[src/design/slc_pkg.sv]
// slc_pkg: shared types, constants and register codes of the time-slice
// length calculator. Used by the interfaces and by every design module.
package slc_pkg;

   localparam int NUM_STAGES = 9;

   localparam int QUANTUM_W = 20;
   localparam int MULT_W    = 5;
   localparam int THRESH_W  = 10;
   localparam int RECIP_W   = 16;
   localparam int LOAD_W    = 11;
   localparam int THREADS_W = 12;
   localparam int CPUS_W    = 7;
   localparam int SCORE_W   = 10;
   localparam int SLICE_W   = 24;
   localparam int CSR_IDX_W = 3;

   localparam logic [QUANTUM_W-1:0] MIN_GRANULARITY = 20'd1200;
   localparam logic [10:0]          LOAD_SCALE      = 11'd1024;
   localparam logic [10:0]          SCORE_BIAS      = 11'd1500;
   localparam logic [10:0]          SCORE_RECIP     = 11'd1049;
   localparam logic [SCORE_W-1:0]   SCORE_MAX       = 10'd1000;
   localparam logic [SLICE_W-1:0]   SLICE_MAX       = 24'hFFFFFF;

   localparam logic [QUANTUM_W-1:0] BASE_SLICE_RST      = 20'd2000;
   localparam logic [QUANTUM_W-1:0] MIN_SLICE_RST       = 20'd500;
   localparam logic [QUANTUM_W-1:0] LATENCY_CAP_RST     = 20'd3200;
   localparam logic [MULT_W-1:0]    MEDIUM_MULT_RST     = 5'd2;
   localparam logic [THRESH_W-1:0]  LOW_THRESH_RST      = 10'd200;
   localparam logic [RECIP_W-1:0]   LOAD_RECIP_RST      = 16'd1311;

   typedef enum logic [CSR_IDX_W-1:0] {
      CSR_BASE_SLICE      = 3'd0,
      CSR_MIN_SLICE       = 3'd1,
      CSR_LATENCY_CAP     = 3'd2,
      CSR_MEDIUM_MULT     = 3'd3,
      CSR_LOW_THRESH      = 3'd4,
      CSR_LOAD_RECIP      = 3'd5
   } csr_index_type;

   typedef struct packed {
      logic [QUANTUM_W-1:0] base_slice;
      logic [QUANTUM_W-1:0] min_slice;
      logic [QUANTUM_W-1:0] latency_cap;
      logic [MULT_W-1:0]    medium_multiplier;
      logic [THRESH_W-1:0]  low_load_threshold;
      logic [RECIP_W-1:0]   load_range_reciprocal;
   } cfg_type;

   typedef struct packed {
      logic                 real_time;
      logic [QUANTUM_W-1:0] thread_own_slice;
      logic                 core_usable;
      logic [LOAD_W-1:0]    core_load;
      logic [THREADS_W-1:0] thread_count;
      logic [CPUS_W-1:0]    cpu_count;
      logic                 display_ready;
      logic [SCORE_W-1:0]   interactivity;
   } req_payload_type;

   // per-item fields that ride along the whole pipe
   typedef struct packed {
      logic                 rt;
      logic                 usable;
      logic                 disp;
      logic [QUANTUM_W-1:0] own;
      logic [QUANTUM_W-1:0] dispq;
   } ctx_type;

   typedef struct packed {
      logic [NUM_STAGES-1:0] load;
   } pipe_ctrl_type;

endpackage

[src/design/slc_if.sv]
// slc_if: valid/ready channel interfaces for request and response beats.
// Depends on slc_pkg for field widths.
interface slc_req_if;
   logic                               valid;
   logic                               ready;
   logic                               real_time;
   logic [slc_pkg::QUANTUM_W-1:0]      thread_own_slice;
   logic                               core_usable;
   logic [slc_pkg::LOAD_W-1:0]         core_load;
   logic [slc_pkg::THREADS_W-1:0]      thread_count;
   logic [slc_pkg::CPUS_W-1:0]         cpu_count;
   logic                               display_ready;
   logic [slc_pkg::SCORE_W-1:0]        interactivity;

   modport source (
      output valid, real_time, thread_own_slice, core_usable, core_load,
             thread_count, cpu_count, display_ready, interactivity,
      input  ready
   );
   modport sink (
      input  valid, real_time, thread_own_slice, core_usable, core_load,
             thread_count, cpu_count, display_ready, interactivity,
      output ready
   );
endinterface

interface slc_rsp_if;
   logic                          valid;
   logic                          ready;
   logic [slc_pkg::SLICE_W-1:0]   slice_length;

   modport source (output valid, slice_length, input ready);
   modport sink (input valid, slice_length, output ready);
endinterface

[src/design/slc_csr_regs.sv]
// slc_csr_regs: configuration register file, written through a plain write port.
// Depends on slc_pkg for the register codes, reset values and cfg_type.
module slc_csr_regs (
   input  logic                            clock,
   input  logic                            reset,
   input  logic                            csr_write_en,
   input  logic [slc_pkg::CSR_IDX_W-1:0]   csr_index,
   input  logic [slc_pkg::QUANTUM_W-1:0]   csr_wdata,
   output slc_pkg::cfg_type                cfg
);

   slc_pkg::cfg_type cfg_ff;
   slc_pkg::cfg_type cfg_in;

   always_comb begin
      cfg_in = cfg_ff;
      if (csr_write_en) begin
         case (slc_pkg::csr_index_type'(csr_index))
            slc_pkg::CSR_BASE_SLICE:  cfg_in.base_slice = csr_wdata;
            slc_pkg::CSR_MIN_SLICE:   cfg_in.min_slice = csr_wdata;
            slc_pkg::CSR_LATENCY_CAP: cfg_in.latency_cap = csr_wdata;
            slc_pkg::CSR_MEDIUM_MULT: begin
               cfg_in.medium_multiplier = csr_wdata[slc_pkg::MULT_W-1:0];
            end
            slc_pkg::CSR_LOW_THRESH: begin
               cfg_in.low_load_threshold = csr_wdata[slc_pkg::THRESH_W-1:0];
            end
            slc_pkg::CSR_LOAD_RECIP: begin
               cfg_in.load_range_reciprocal = csr_wdata[slc_pkg::RECIP_W-1:0];
            end
            default: cfg_in = cfg_ff;
         endcase
      end
   end

   always_ff @(posedge clock) begin
      if (reset) begin
         cfg_ff.base_slice            <= slc_pkg::BASE_SLICE_RST;
         cfg_ff.min_slice             <= slc_pkg::MIN_SLICE_RST;
         cfg_ff.latency_cap           <= slc_pkg::LATENCY_CAP_RST;
         cfg_ff.medium_multiplier     <= slc_pkg::MEDIUM_MULT_RST;
         cfg_ff.low_load_threshold    <= slc_pkg::LOW_THRESH_RST;
         cfg_ff.load_range_reciprocal <= slc_pkg::LOAD_RECIP_RST;
      end else begin
         cfg_ff <= cfg_in;
      end
   end

   assign cfg = cfg_ff;

endmodule

[src/design/slc_pipe_ctrl.sv]
// slc_pipe_ctrl: stage valid bits and per-stage load enables of the pipeline.
// Depends on slc_pkg for the stage count and pipe_ctrl_type.
module slc_pipe_ctrl (
   input  logic                   clock,
   input  logic                   reset,
   input  logic                   in_valid,
   output logic                   in_ready,
   output logic                   out_valid,
   input  logic                   out_ready,
   output slc_pkg::pipe_ctrl_type ctrl
);

   logic [slc_pkg::NUM_STAGES-1:0] valid_ff;
   logic [slc_pkg::NUM_STAGES-1:0] valid_in;
   logic [slc_pkg::NUM_STAGES-1:0] advance;

   // a stage moves when it is empty or the stage after it moves
   always_comb begin
      advance[slc_pkg::NUM_STAGES-1] = !valid_ff[slc_pkg::NUM_STAGES-1] || out_ready;
      for (int i = slc_pkg::NUM_STAGES - 2; i >= 0; i--) begin
         advance[i] = !valid_ff[i] || advance[i+1];
      end
   end

   always_comb begin
      valid_in = valid_ff;
      if (advance[0]) begin
         valid_in[0] = in_valid;
      end
      for (int i = 1; i < slc_pkg::NUM_STAGES; i++) begin
         if (advance[i]) begin
            valid_in[i] = valid_ff[i-1];
         end
      end
   end

   always_ff @(posedge clock) begin
      if (reset) begin
         valid_ff <= '0;
      end else begin
         valid_ff <= valid_in;
      end
   end

   assign ctrl.load = advance;
   assign in_ready  = advance[0];
   assign out_valid = valid_ff[slc_pkg::NUM_STAGES-1];

endmodule

[src/design/slc_datapath.sv]
// slc_datapath: nine-stage arithmetic of the slice length, one stage per enable.
// Depends on slc_pkg for types and constants; enables come from slc_pipe_ctrl.
module slc_datapath (
   input  logic                           clock,
   input  slc_pkg::pipe_ctrl_type         ctrl,
   input  slc_pkg::cfg_type               cfg,
   input  slc_pkg::req_payload_type       req,
   output logic [slc_pkg::SLICE_W-1:0]    slice_length
);

   slc_pkg::ctx_type ctx_ff [slc_pkg::NUM_STAGES-1];
   slc_pkg::ctx_type ctx_in;

   // stage 1: flags, load difference, score clamp
   logic        gt1_ff, gt1_in;
   logic [10:0] diff1_ff, diff1_in;
   logic        cont1_ff, cont1_in, over1_ff, over1_in;
   logic [9:0]  score1_ff, score1_in;
   logic [19:0] high1_ff, high1_in;
   // stage 2: medium quantum
   logic        gt2_ff, cont2_ff, over2_ff;
   logic [10:0] diff2_ff;
   logic [9:0]  score2_ff;
   logic [19:0] high2_ff;
   logic [24:0] med2_ff, med2_in;
   // stage 3: floor and ceiling, raw load ratio
   logic        gt3_ff;
   logic [24:0] floor3_ff, floor3_in, ceil3_ff, ceil3_in;
   logic [26:0] raw3_ff, raw3_in;
   logic [10:0] fb3_ff, fb3_in;
   // stage 4: inverse ratio, span, interactivity factor
   logic               gt4_ff;
   logic [24:0]        floor4_ff, ceil4_ff;
   logic [10:0]        inv4_ff, inv4_in;
   logic signed [25:0] delta4_ff, delta4_in;
   logic [20:0]        fac4_ff, fac4_in;
   logic [21:0]        fac_prod;
   logic [16:0]        ratio;
   // stage 5: inverse squared
   logic               gt5_ff;
   logic [24:0]        floor5_ff, ceil5_ff;
   logic [20:0]        invsq5_ff, invsq5_in;
   logic [21:0]        invsq_prod;
   logic signed [25:0] delta5_ff;
   logic [20:0]        fac5_ff;
   // stage 6: bend product
   logic               gt6_ff;
   logic [24:0]        floor6_ff, ceil6_ff;
   logic signed [47:0] bend6_ff, bend6_in;
   logic [20:0]        fac6_ff;
   // stage 7: bent quantum
   logic [24:0]        floor7_ff, ceil7_ff;
   logic [24:0]        q7_ff, q7_in;
   logic signed [47:0] bend_sh;
   logic signed [27:0] q_sum;
   logic [20:0]        fac7_ff;
   // stage 8: interactivity scaling
   logic [24:0]        floor8_ff, ceil8_ff;
   logic [45:0]        scaled8_ff, scaled8_in;
   // stage 9: clamps and result select
   logic [23:0]        slice9_ff, slice9_in;
   logic [25:0]        scaled_sh, lo_ext, clamp_lo, clamp_hi;
   logic [24:0]        lo_q;

   // ---- stage 1
   always_comb begin
      ctx_in.rt     = req.real_time;
      ctx_in.usable = req.core_usable;
      ctx_in.disp   = req.display_ready;
      ctx_in.own    = req.thread_own_slice;
      ctx_in.dispq  = (cfg.min_slice > slc_pkg::MIN_GRANULARITY)
                    ? cfg.min_slice : slc_pkg::MIN_GRANULARITY;
      high1_in  = (cfg.base_slice > slc_pkg::MIN_GRANULARITY)
                ? cfg.base_slice : slc_pkg::MIN_GRANULARITY;
      gt1_in    = req.core_load > {1'b0, cfg.low_load_threshold};
      diff1_in  = req.core_load - {1'b0, cfg.low_load_threshold};
      cont1_in  = req.thread_count > {5'd0, req.cpu_count};
      over1_in  = req.thread_count > {4'd0, req.cpu_count, 1'b0};
      score1_in = (req.interactivity > slc_pkg::SCORE_MAX)
                ? slc_pkg::SCORE_MAX : req.interactivity;
   end

   always_ff @(posedge clock) begin
      if (ctrl.load[0]) begin
         gt1_ff    <= gt1_in;
         diff1_ff  <= diff1_in;
         cont1_ff  <= cont1_in;
         over1_ff  <= over1_in;
         score1_ff <= score1_in;
         high1_ff  <= high1_in;
      end
   end

   // context rides along with its item
   always_ff @(posedge clock) begin
      if (ctrl.load[0]) begin
         ctx_ff[0] <= ctx_in;
      end
      for (int i = 1; i < slc_pkg::NUM_STAGES - 1; i++) begin
         if (ctrl.load[i]) begin
            ctx_ff[i] <= ctx_ff[i-1];
         end
      end
   end

   // ---- stage 2
   assign med2_in = cfg.base_slice * cfg.medium_multiplier;

   always_ff @(posedge clock) begin
      if (ctrl.load[1]) begin
         gt2_ff    <= gt1_ff;
         diff2_ff  <= diff1_ff;
         cont2_ff  <= cont1_ff;
         over2_ff  <= over1_ff;
         score2_ff <= score1_ff;
         high2_ff  <= high1_ff;
         med2_ff   <= med2_in;
      end
   end

   // ---- stage 3
   always_comb begin
      floor3_in = med2_ff;
      ceil3_in  = {5'd0, cfg.latency_cap};
      if (ctx_ff[1].disp) begin
         floor3_in = {5'd0, ctx_ff[1].dispq};
         ceil3_in  = {5'd0, ctx_ff[1].dispq};
      end else if (over2_ff) begin
         floor3_in = {5'd0, high2_ff};
         ceil3_in  = {5'd0, high2_ff};
      end else if (cont2_ff) begin
         floor3_in = {5'd0, high2_ff};
         ceil3_in  = med2_ff;
      end
      raw3_in = diff2_ff * cfg.load_range_reciprocal;
      fb3_in  = slc_pkg::SCORE_BIAS - {1'b0, score2_ff};
   end

   always_ff @(posedge clock) begin
      if (ctrl.load[2]) begin
         gt3_ff    <= gt2_ff;
         floor3_ff <= floor3_in;
         ceil3_ff  <= ceil3_in;
         raw3_ff   <= raw3_in;
         fb3_ff    <= fb3_in;
      end
   end

   // ---- stage 4
   always_comb begin
      ratio     = raw3_ff[26:10];
      inv4_in   = (ratio > {6'd0, slc_pkg::LOAD_SCALE})
                ? 11'd0 : slc_pkg::LOAD_SCALE - ratio[10:0];
      delta4_in = $signed({1'b0, ceil3_ff}) - $signed({1'b0, floor3_ff});
      fac_prod  = fb3_ff * slc_pkg::SCORE_RECIP;
      fac4_in   = fac_prod[20:0];
   end

   always_ff @(posedge clock) begin
      if (ctrl.load[3]) begin
         gt4_ff    <= gt3_ff;
         floor4_ff <= floor3_ff;
         ceil4_ff  <= ceil3_ff;
         inv4_ff   <= inv4_in;
         delta4_ff <= delta4_in;
         fac4_ff   <= fac4_in;
      end
   end

   // ---- stage 5
   always_comb begin
      invsq_prod = inv4_ff * inv4_ff;
      invsq5_in  = invsq_prod[20:0];
   end

   always_ff @(posedge clock) begin
      if (ctrl.load[4]) begin
         gt5_ff    <= gt4_ff;
         floor5_ff <= floor4_ff;
         ceil5_ff  <= ceil4_ff;
         invsq5_ff <= invsq5_in;
         delta5_ff <= delta4_ff;
         fac5_ff   <= fac4_ff;
      end
   end

   // ---- stage 6
   assign bend6_in = delta5_ff * $signed({1'b0, invsq5_ff});

   always_ff @(posedge clock) begin
      if (ctrl.load[5]) begin
         gt6_ff    <= gt5_ff;
         floor6_ff <= floor5_ff;
         ceil6_ff  <= ceil5_ff;
         bend6_ff  <= bend6_in;
         fac6_ff   <= fac5_ff;
      end
   end

   // ---- stage 7: floor shift keeps the bent value between floor and ceiling
   always_comb begin
      bend_sh = bend6_ff >>> 20;
      q_sum   = $signed({3'd0, floor6_ff}) + bend_sh[27:0];
      q7_in   = gt6_ff ? q_sum[24:0] : ceil6_ff;
   end

   always_ff @(posedge clock) begin
      if (ctrl.load[6]) begin
         floor7_ff <= floor6_ff;
         ceil7_ff  <= ceil6_ff;
         q7_ff     <= q7_in;
         fac7_ff   <= fac6_ff;
      end
   end

   // ---- stage 8
   assign scaled8_in = q7_ff * fac7_ff;

   always_ff @(posedge clock) begin
      if (ctrl.load[7]) begin
         floor8_ff  <= floor7_ff;
         ceil8_ff   <= ceil7_ff;
         scaled8_ff <= scaled8_in;
      end
   end

   // ---- stage 9
   always_comb begin
      scaled_sh = scaled8_ff[45:20];
      lo_q      = ctx_ff[7].disp ? floor8_ff : {5'd0, slc_pkg::MIN_GRANULARITY};
      lo_ext    = {1'b0, lo_q};
      clamp_lo  = (scaled_sh > lo_ext) ? scaled_sh : lo_ext;
      clamp_hi  = (clamp_lo > {1'b0, ceil8_ff}) ? {1'b0, ceil8_ff} : clamp_lo;
      if (ctx_ff[7].rt) begin
         slice9_in = {4'd0, ctx_ff[7].own};
      end else if (!ctx_ff[7].usable) begin
         slice9_in = {4'd0, ctx_ff[7].dispq};
      end else if (clamp_hi > {2'd0, slc_pkg::SLICE_MAX}) begin
         slice9_in = slc_pkg::SLICE_MAX;
      end else begin
         slice9_in = clamp_hi[23:0];
      end
   end

   always_ff @(posedge clock) begin
      if (ctrl.load[8]) begin
         slice9_ff <= slice9_in;
      end
   end

   assign slice_length = slice9_ff;

endmodule

[src/design/time_slice_length_calc_top.sv]
// time_slice_length_calc_top: thread time-slice length calculator.
// Each accepted request beat passes through stages 1 to 9 in order; the
// 9-stage pipeline holds up to 9 items. Throughput: one beat per cycle if
// the response is taken; a stall halts only the full stages up to a bubble.
// Reset (synchronous, active high) empties the pipeline and loads the
// configuration registers with their defaults.
module time_slice_length_calc_top (
   input  logic                            clock,
   input  logic                            reset,
   slc_req_if.sink                         req_bus,
   slc_rsp_if.source                       rsp_bus,
   input  logic                            csr_write_en,
   input  logic [slc_pkg::CSR_IDX_W-1:0]   csr_index,
   input  logic [slc_pkg::QUANTUM_W-1:0]   csr_wdata
);

   slc_pkg::cfg_type          cfg;
   slc_pkg::pipe_ctrl_type    ctrl;
   slc_pkg::req_payload_type  req_payload;

   always_comb begin
      req_payload.real_time           = req_bus.real_time;
      req_payload.thread_own_slice    = req_bus.thread_own_slice;
      req_payload.core_usable         = req_bus.core_usable;
      req_payload.core_load           = req_bus.core_load;
      req_payload.thread_count        = req_bus.thread_count;
      req_payload.cpu_count           = req_bus.cpu_count;
      req_payload.display_ready       = req_bus.display_ready;
      req_payload.interactivity       = req_bus.interactivity;
   end

   slc_csr_regs u_csr_regs (
      .clock        (clock),
      .reset        (reset),
      .csr_write_en (csr_write_en),
      .csr_index    (csr_index),
      .csr_wdata    (csr_wdata),
      .cfg          (cfg)
   );

   slc_pipe_ctrl u_pipe_ctrl (
      .clock     (clock),
      .reset     (reset),
      .in_valid  (req_bus.valid),
      .in_ready  (req_bus.ready),
      .out_valid (rsp_bus.valid),
      .out_ready (rsp_bus.ready),
      .ctrl      (ctrl)
   );

   slc_datapath u_datapath (
      .clock        (clock),
      .ctrl         (ctrl),
      .cfg          (cfg),
      .req          (req_payload),
      .slice_length (rsp_bus.slice_length)
   );

endmodule
[src/flat_wrapper.sv]
// flat-port wrapper written by rule: the top's interface ports become plain ports
module time_slice_length_calc_top_flat 
  (clock, reset, csr_write_en, csr_index, csr_wdata, req_bus_valid, req_bus_real_time, req_bus_thread_own_slice, req_bus_core_usable, req_bus_core_load, req_bus_thread_count, req_bus_cpu_count, req_bus_display_ready, req_bus_interactivity, req_bus_ready, rsp_bus_valid, rsp_bus_slice_length, rsp_bus_ready);
  slc_req_if req_bus_i ();
  slc_rsp_if rsp_bus_i ();
  input  logic clock;
  input  logic reset;
  input  logic csr_write_en;
  input  logic [slc_pkg::CSR_IDX_W-1:0] csr_index;
  input  logic [slc_pkg::QUANTUM_W-1:0] csr_wdata;
  input wire logic [$bits(req_bus_i.valid)-1:0] req_bus_valid;
  input wire logic [$bits(req_bus_i.real_time)-1:0] req_bus_real_time;
  input wire logic [$bits(req_bus_i.thread_own_slice)-1:0] req_bus_thread_own_slice;
  input wire logic [$bits(req_bus_i.core_usable)-1:0] req_bus_core_usable;
  input wire logic [$bits(req_bus_i.core_load)-1:0] req_bus_core_load;
  input wire logic [$bits(req_bus_i.thread_count)-1:0] req_bus_thread_count;
  input wire logic [$bits(req_bus_i.cpu_count)-1:0] req_bus_cpu_count;
  input wire logic [$bits(req_bus_i.display_ready)-1:0] req_bus_display_ready;
  input wire logic [$bits(req_bus_i.interactivity)-1:0] req_bus_interactivity;
  output wire logic [$bits(req_bus_i.ready)-1:0] req_bus_ready;
  output wire logic [$bits(rsp_bus_i.valid)-1:0] rsp_bus_valid;
  output wire logic [$bits(rsp_bus_i.slice_length)-1:0] rsp_bus_slice_length;
  input wire logic [$bits(rsp_bus_i.ready)-1:0] rsp_bus_ready;
  assign req_bus_i.valid = req_bus_valid;
  assign req_bus_i.real_time = req_bus_real_time;
  assign req_bus_i.thread_own_slice = req_bus_thread_own_slice;
  assign req_bus_i.core_usable = req_bus_core_usable;
  assign req_bus_i.core_load = req_bus_core_load;
  assign req_bus_i.thread_count = req_bus_thread_count;
  assign req_bus_i.cpu_count = req_bus_cpu_count;
  assign req_bus_i.display_ready = req_bus_display_ready;
  assign req_bus_i.interactivity = req_bus_interactivity;
  assign req_bus_ready = req_bus_i.ready;
  assign rsp_bus_valid = rsp_bus_i.valid;
  assign rsp_bus_slice_length = rsp_bus_i.slice_length;
  assign rsp_bus_i.ready = rsp_bus_ready;
  time_slice_length_calc_top u_core (.clock(clock), .reset(reset), .req_bus(req_bus_i), .rsp_bus(rsp_bus_i), .csr_write_en(csr_write_en), .csr_index(csr_index), .csr_wdata(csr_wdata));
endmodule
[config.mk]
export PLATFORM = sky130hd
export DESIGN_NAME = time_slice_length_calc_top_flat
export DESIGN_NICKNAME = d
export VERILOG_FILES = /design/src/design/slc_pkg.sv /design/src/design/slc_if.sv /design/src/design/slc_csr_regs.sv /design/src/design/slc_pipe_ctrl.sv /design/src/design/slc_datapath.sv /design/src/design/time_slice_length_calc_top.sv /design/src/flat_wrapper.sv
export SDC_FILE = /design/constraint.sdc
export NUM_CORES = 2
export LEC_CHECK = 0
export ABC_AREA = 1
export CELL_PAD_IN_SITES_DETAIL_PLACEMENT = 0
export CELL_PAD_IN_SITES_GLOBAL_PLACEMENT = 1
export CORE_ASPECT_RATIO = 2
export CORE_MARGIN = 5
export CORE_UTILIZATION = 47
export CTS_CLUSTER_DIAMETER = 200
export CTS_CLUSTER_SIZE = 8
export DETAILED_ROUTE_END_ITERATION = 16
export DONT_BUFFER_PORTS = 1
export GPL_ROUTABILITY_DRIVEN = 0
export GPL_TIMING_DRIVEN = 0
export HOLD_SLACK_MARGIN = 0.1
export PLACE_DENSITY_LB_ADDON = 0.1
export REMOVE_ABC_BUFFERS = 1
export SYNTH_ARGS = -nofsm -noshare
export SYNTH_HDL_FRONTEND = slang
export SYNTH_HIERARCHICAL = 1
export SYNTH_SLANG_ARGS = --single-unit
export TNS_END_PERCENT = 50
[constraint.sdc]
create_clock -name clock -period 8.1 [get_ports clock]
set_input_delay 0.405 -clock clock [delete_from_list [all_inputs] [get_ports clock]]
set_output_delay 0.405 -clock clock [all_outputs]
set_load 0.1 [all_outputs]
==> impl_summary.log <==
[metrics] Starting Density: between 40% and 50%
[metrics] maximum clock rate: 0.128 GHz
[metrics] Area growth, synth to finish: 8.70%
[metrics] final setup violation count: 0
[metrics] slack of the worst reg-to-reg path: between 200 and 300 ps
[metrics] antenna violations before repair: 1
[metrics] share of synthesized area spent on multiplexers: 0%
[metrics] clock-pin slew of the registers on the worst-case setup and hold paths: approximately 50 ps
[metrics] met1 Use GR: between 20% and 30%
[metrics] most used routing layer in global routing: met2
[metrics] TritonCTS Buffers: 170
[metrics] total number of yosys warnings: 6
[metrics] CTS tree: done
[metrics] post-synth design cell area: ~94000 um^2
[metrics] Core Area: between 150000 and 200000 um^2
[metrics] worst slew pin tran: ~1500 ps
[metrics] number of placed instances, taps included: between 10000 and 15000
[metrics] vias after detailed routing: around 63000
[metrics] sequential cell area fraction in the yosys report: 35.9%
[metrics] synthesized-area fraction occupied by ao, oa, aoi and oai cells: between 3 and 4%
[metrics] Tot GR Track Use: roughly 25%
[metrics] RSZ-0062 raised after global routing: false
[metrics] Worst Setup Start Kind: flop
[metrics] final routed wirelength across all metal layers: about 260000 um
[metrics] post-route cell area: 102000 um^2
[metrics] vertical die dimension: approximately 640 um
[metrics] # H-tree levels: 4
[metrics] number of DRC markers in iteration 0: 3189
[metrics] beginning of the worst register-to-register path: u_core/u_datapath/delta5_ff[6]
[metrics] Std-Cell Rows: between 200 and 250
[metrics] met2 demand-to-capacity share in global routing: ~50%
[metrics] sinks on the clock net: around 1200
[metrics] Final #Nets: between 10000 and 15000
[metrics] pin count of the biggest net entering global routing: between 90 and 100
[metrics] Post-synth EDFFs: ~1100
[metrics] Port Buffers: 0
[metrics] wire length of the first global-routing pass: roughly 390000 um
[metrics] Critical Path AT: about 8400 ps
[metrics] non-filler cells, final: 12324
[metrics] path type of the worst min-delay path: in2reg
[metrics] synthesized instance count: ~9800
[metrics] Simple-Gate Fraction of Synth Area: 13.9%
[metrics] status: finished, final reports clean
[metrics] fraction of layout instances using a drive strength above 1: 2.97%
[metrics] Root Buffer Master: sky130_fd_sc_hd__clkbuf_16
[metrics] final hold violation count: 0
[metrics] data required time of the critical path: just under 9000 ps
[metrics] Skew-Pair Late Insertion Delay: roughly 860 ps
[metrics] min setup slack post-route: 283 ps
[metrics] Hold Path Origin: rsp_bus_ready
[metrics] floorplan die width: between 300 and 400 um
[metrics] share of the synthesized netlist area taken by xor and xnor gates: under 10%
[metrics] area after detailed placement: about 96000 um^2
[metrics] Post-Synth Adder-Cell Area: 33.7%
[metrics] maximum clock skew at final layout: about 100 ps
[metrics] via count of the first global-routing pass: ~70000
[metrics] Max-slew headroom: less than 1%
[metrics] share of async-settable or async-resettable flops after synthesis: 0%
[metrics] dominant combinational cell family by area after synthesis: adder cells
[metrics] Vias per Instance: between 5 and 6
[metrics] crit path launch: u_core/u_datapath/delta5_ff[6]
[metrics] GRT overflow: 0
[metrics] final worst path period need: roughly 8000 ps
[metrics] Final Max Slew Viols: 0
[metrics] total negative slack: 0 ps
[metrics] primary flip-flop cell chosen by synthesis mapping: sky130_fd_sc_hd__edfxtp_1
[metrics] crit path kind: reg2reg
[metrics] average routed wire per standard cell: approximately 21 um
[metrics] clock tree buffer depth: 4
[metrics] synthesized flop and latch total: 1156
[metrics] crit-path max FO: 20
[metrics] global-route track usage on met3: ~2.2%
[metrics] Final Cycle Share: 96.5%
[metrics] Total Die Area: approximately 210000 um^2
[metrics] distinct cell type count of the synthesized netlist: 61
[metrics] Resized cells post-CTS: 0
[metrics] count of boundary I/O pins: 117
[metrics] nature of the critical path endpoint: flop
[metrics] count of unresolved DRC violations after routing: 0
[metrics] post-detailed-placement half-perimeter wirelength: between 200000 and 250000 um
[metrics] DP Worst Slack: ~230 ps
[metrics] Max-Cap Viols: 0
[metrics] number of fillers in the final layout: between 15000 and 20000
[metrics] Mean Syn Cell Area: slightly below 10 um^2
[metrics] First-pass DRT Iterations: 5
[metrics] antenna violation net count after detailed routing: 0
-- timing repair --
action / 4_1_cts / 5_1_grt
hold buffers: 84 / 0
endpoints found under the setup margin: 0 / 8
endpoints found under the hold margin: 142 / 0
setup buffers: 0 / 10
-- per-stage QoR --
step                hold slack (ps)  util, %
floorplan                       400        -
global placement                401     48.0
detailed placement              405     48.3
CTS                             109     51.1
global route                    139     51.2
finish                          131     51.2
-- critical path, stage by stage, from the launching register on --
cell	delay, ps
sky130_fd_sc_hd__edfxtp_1	1240
sky130_fd_sc_hd__nand2_1	200
sky130_fd_sc_hd__fa_1	560
sky130_fd_sc_hd__inv_1	60
sky130_fd_sc_hd__fa_1	490
sky130_fd_sc_hd__inv_1	50
sky130_fd_sc_hd__fa_1	540
sky130_fd_sc_hd__inv_1	70
sky130_fd_sc_hd__fa_1	500
sky130_fd_sc_hd__inv_1	50
sky130_fd_sc_hd__fa_1	470
sky130_fd_sc_hd__inv_1	50
sky130_fd_sc_hd__fa_1	470
sky130_fd_sc_hd__inv_1	50
sky130_fd_sc_hd__fa_1	480
sky130_fd_sc_hd__inv_1	40
sky130_fd_sc_hd__ha_1	550
sky130_fd_sc_hd__nand2_1	190
sky130_fd_sc_hd__nor2_1	220
sky130_fd_sc_hd__inv_1	110
sky130_fd_sc_hd__nor4_1	220
sky130_fd_sc_hd__nand2_1	70
sky130_fd_sc_hd__nand3_1	170
sky130_fd_sc_hd__nand2_1	70
sky130_fd_sc_hd__nand2_1	120
sky130_fd_sc_hd__nand2_1	60
sky130_fd_sc_hd__nand2_1	90
sky130_fd_sc_hd__xor2_1	350
-- registers in the layout, summed over array words and instances, names as in the netlist, 26 cells and up --
signal and cells:
u_core/u_datapath/ctx_ff 344, u_core/u_csr_regs/cfg 91, u_core/u_datapath/scaled8_ff 26, u_core/u_datapath/delta5_ff 26, u_core/u_datapath/delta4_ff 26
-- placed cells by master, fill, tap and decap left out, types with 5 or more instances in the layout --
cell	instances
sky130_fd_sc_hd__nand2_1	2322
sky130_fd_sc_hd__inv_1	2314
sky130_fd_sc_hd__fa_1	1191
sky130_fd_sc_hd__edfxtp_1	1056
sky130_fd_sc_hd__ha_1	627
sky130_fd_sc_hd__nor2_1	464
sky130_fd_sc_hd__nand3_1	279
sky130_fd_sc_hd__a21oi_1	275
sky130_fd_sc_hd__o21ai_0	200
sky130_fd_sc_hd__clkbuf_16	173
sky130_fd_sc_hd__xor2_1	128
sky130_fd_sc_hd__dfxtp_1	100
sky130_fd_sc_hd__dlygate4sd3_1	84
sky130_fd_sc_hd__clkbuf_1	64
sky130_fd_sc_hd__xnor2_1	59
sky130_fd_sc_hd__nand4_1	42
sky130_fd_sc_hd__a21o_1	38
sky130_fd_sc_hd__a31oi_1	38
sky130_fd_sc_hd__nor3_1	33
sky130_fd_sc_hd__nor4_1	25
sky130_fd_sc_hd__o21bai_1	24
sky130_fd_sc_hd__buf_16	23
sky130_fd_sc_hd__o21a_1	17
sky130_fd_sc_hd__nand2_2	15
sky130_fd_sc_hd__or2_2	14
sky130_fd_sc_hd__o22ai_1	11
sky130_fd_sc_hd__buf_8	10
sky130_fd_sc_hd__a21boi_0	9
sky130_fd_sc_hd__o211ai_1	9
sky130_fd_sc_hd__nor2_2	8
sky130_fd_sc_hd__nor2_4	8
sky130_fd_sc_hd__inv_6	7
sky130_fd_sc_hd__nor3b_1	7
sky130_fd_sc_hd__inv_2	5
sky130_fd_sc_hd__o221ai_1	5
sky130_fd_sc_hd__a211oi_1	5
sky130_fd_sc_hd__o31ai_1	5
-- cell usage after synthesis, types with 24 or more instances --
cell type / count / area, um^2
sky130_fd_sc_hd__a21o_1: 38 / 285
sky130_fd_sc_hd__a21oi_1: 275 / 1380
sky130_fd_sc_hd__a31oi_1: 38 / 238
sky130_fd_sc_hd__clkbuf_1: 328 / 1230
sky130_fd_sc_hd__dfxtp_1: 100 / 2000
sky130_fd_sc_hd__edfxtp_1: 1056 / 31700
sky130_fd_sc_hd__fa_1: 1191 / 23800
sky130_fd_sc_hd__ha_1: 627 / 7850
sky130_fd_sc_hd__inv_1: 2317 / 8700
sky130_fd_sc_hd__nand2_1: 2323 / 8720
sky130_fd_sc_hd__nand3_1: 279 / 1400
sky130_fd_sc_hd__nand4_1: 42 / 263
sky130_fd_sc_hd__nor2_1: 470 / 1760
sky130_fd_sc_hd__nor3_1: 33 / 165
sky130_fd_sc_hd__nor4_1: 25 / 156
sky130_fd_sc_hd__o21ai_0: 200 / 1000
sky130_fd_sc_hd__o21bai_1: 24 / 180
sky130_fd_sc_hd__xnor2_1: 59 / 517
sky130_fd_sc_hd__xor2_1: 128 / 1120
-- cell type report --
type | instances | area, um^2 | area share [%]
flip-flops and latches | 1156 | 33700 | 33.0
multi-input cells | 5903 | 50100 | 49.0
inverters | 2325 | 8750 | 8.56
repair buffers | 123 | 1750 | 1.72
well taps | 2574 | 3220 | 3.15
clock buffers | 235 | 4520 | 4.42
clock inverters | 7 | 91.3 | 0.0894
diodes | 1 | 2.50 | 0.00245
-- final timing paths --
path | depth (start not counted) | endpoint
max | 27 | u_core/u_datapath/bend6_ff[37]
min | 3 | u_core/u_pipe_ctrl/valid_ff[7]
max reg2reg | 27 | u_core/u_datapath/bend6_ff[37]
min reg2reg | 0 | u_core/u_datapath/ctx_ff[1][137]
-- metal layers --
metal / wire, um / part of all wire, %
met5: 0 / 0
met4: 20300 / 7.9
met3: 7360 / 2.9
met1: 80000 / 31
met2: 149000 / 58
-- cells by family after synthesis --
family	after synthesis
XOR/XNOR	187
flip-flops	1156
buffers and inverters	2700
AO/OA/AOI/OAI	653
AND/OR/NAND/NOR	3245
adder cells (fa/ha/maj)	1818
Power is left out: the tool's default activity adds up to more than one toggle a clock period on the data nets, which glitch-free logic cannot reach.
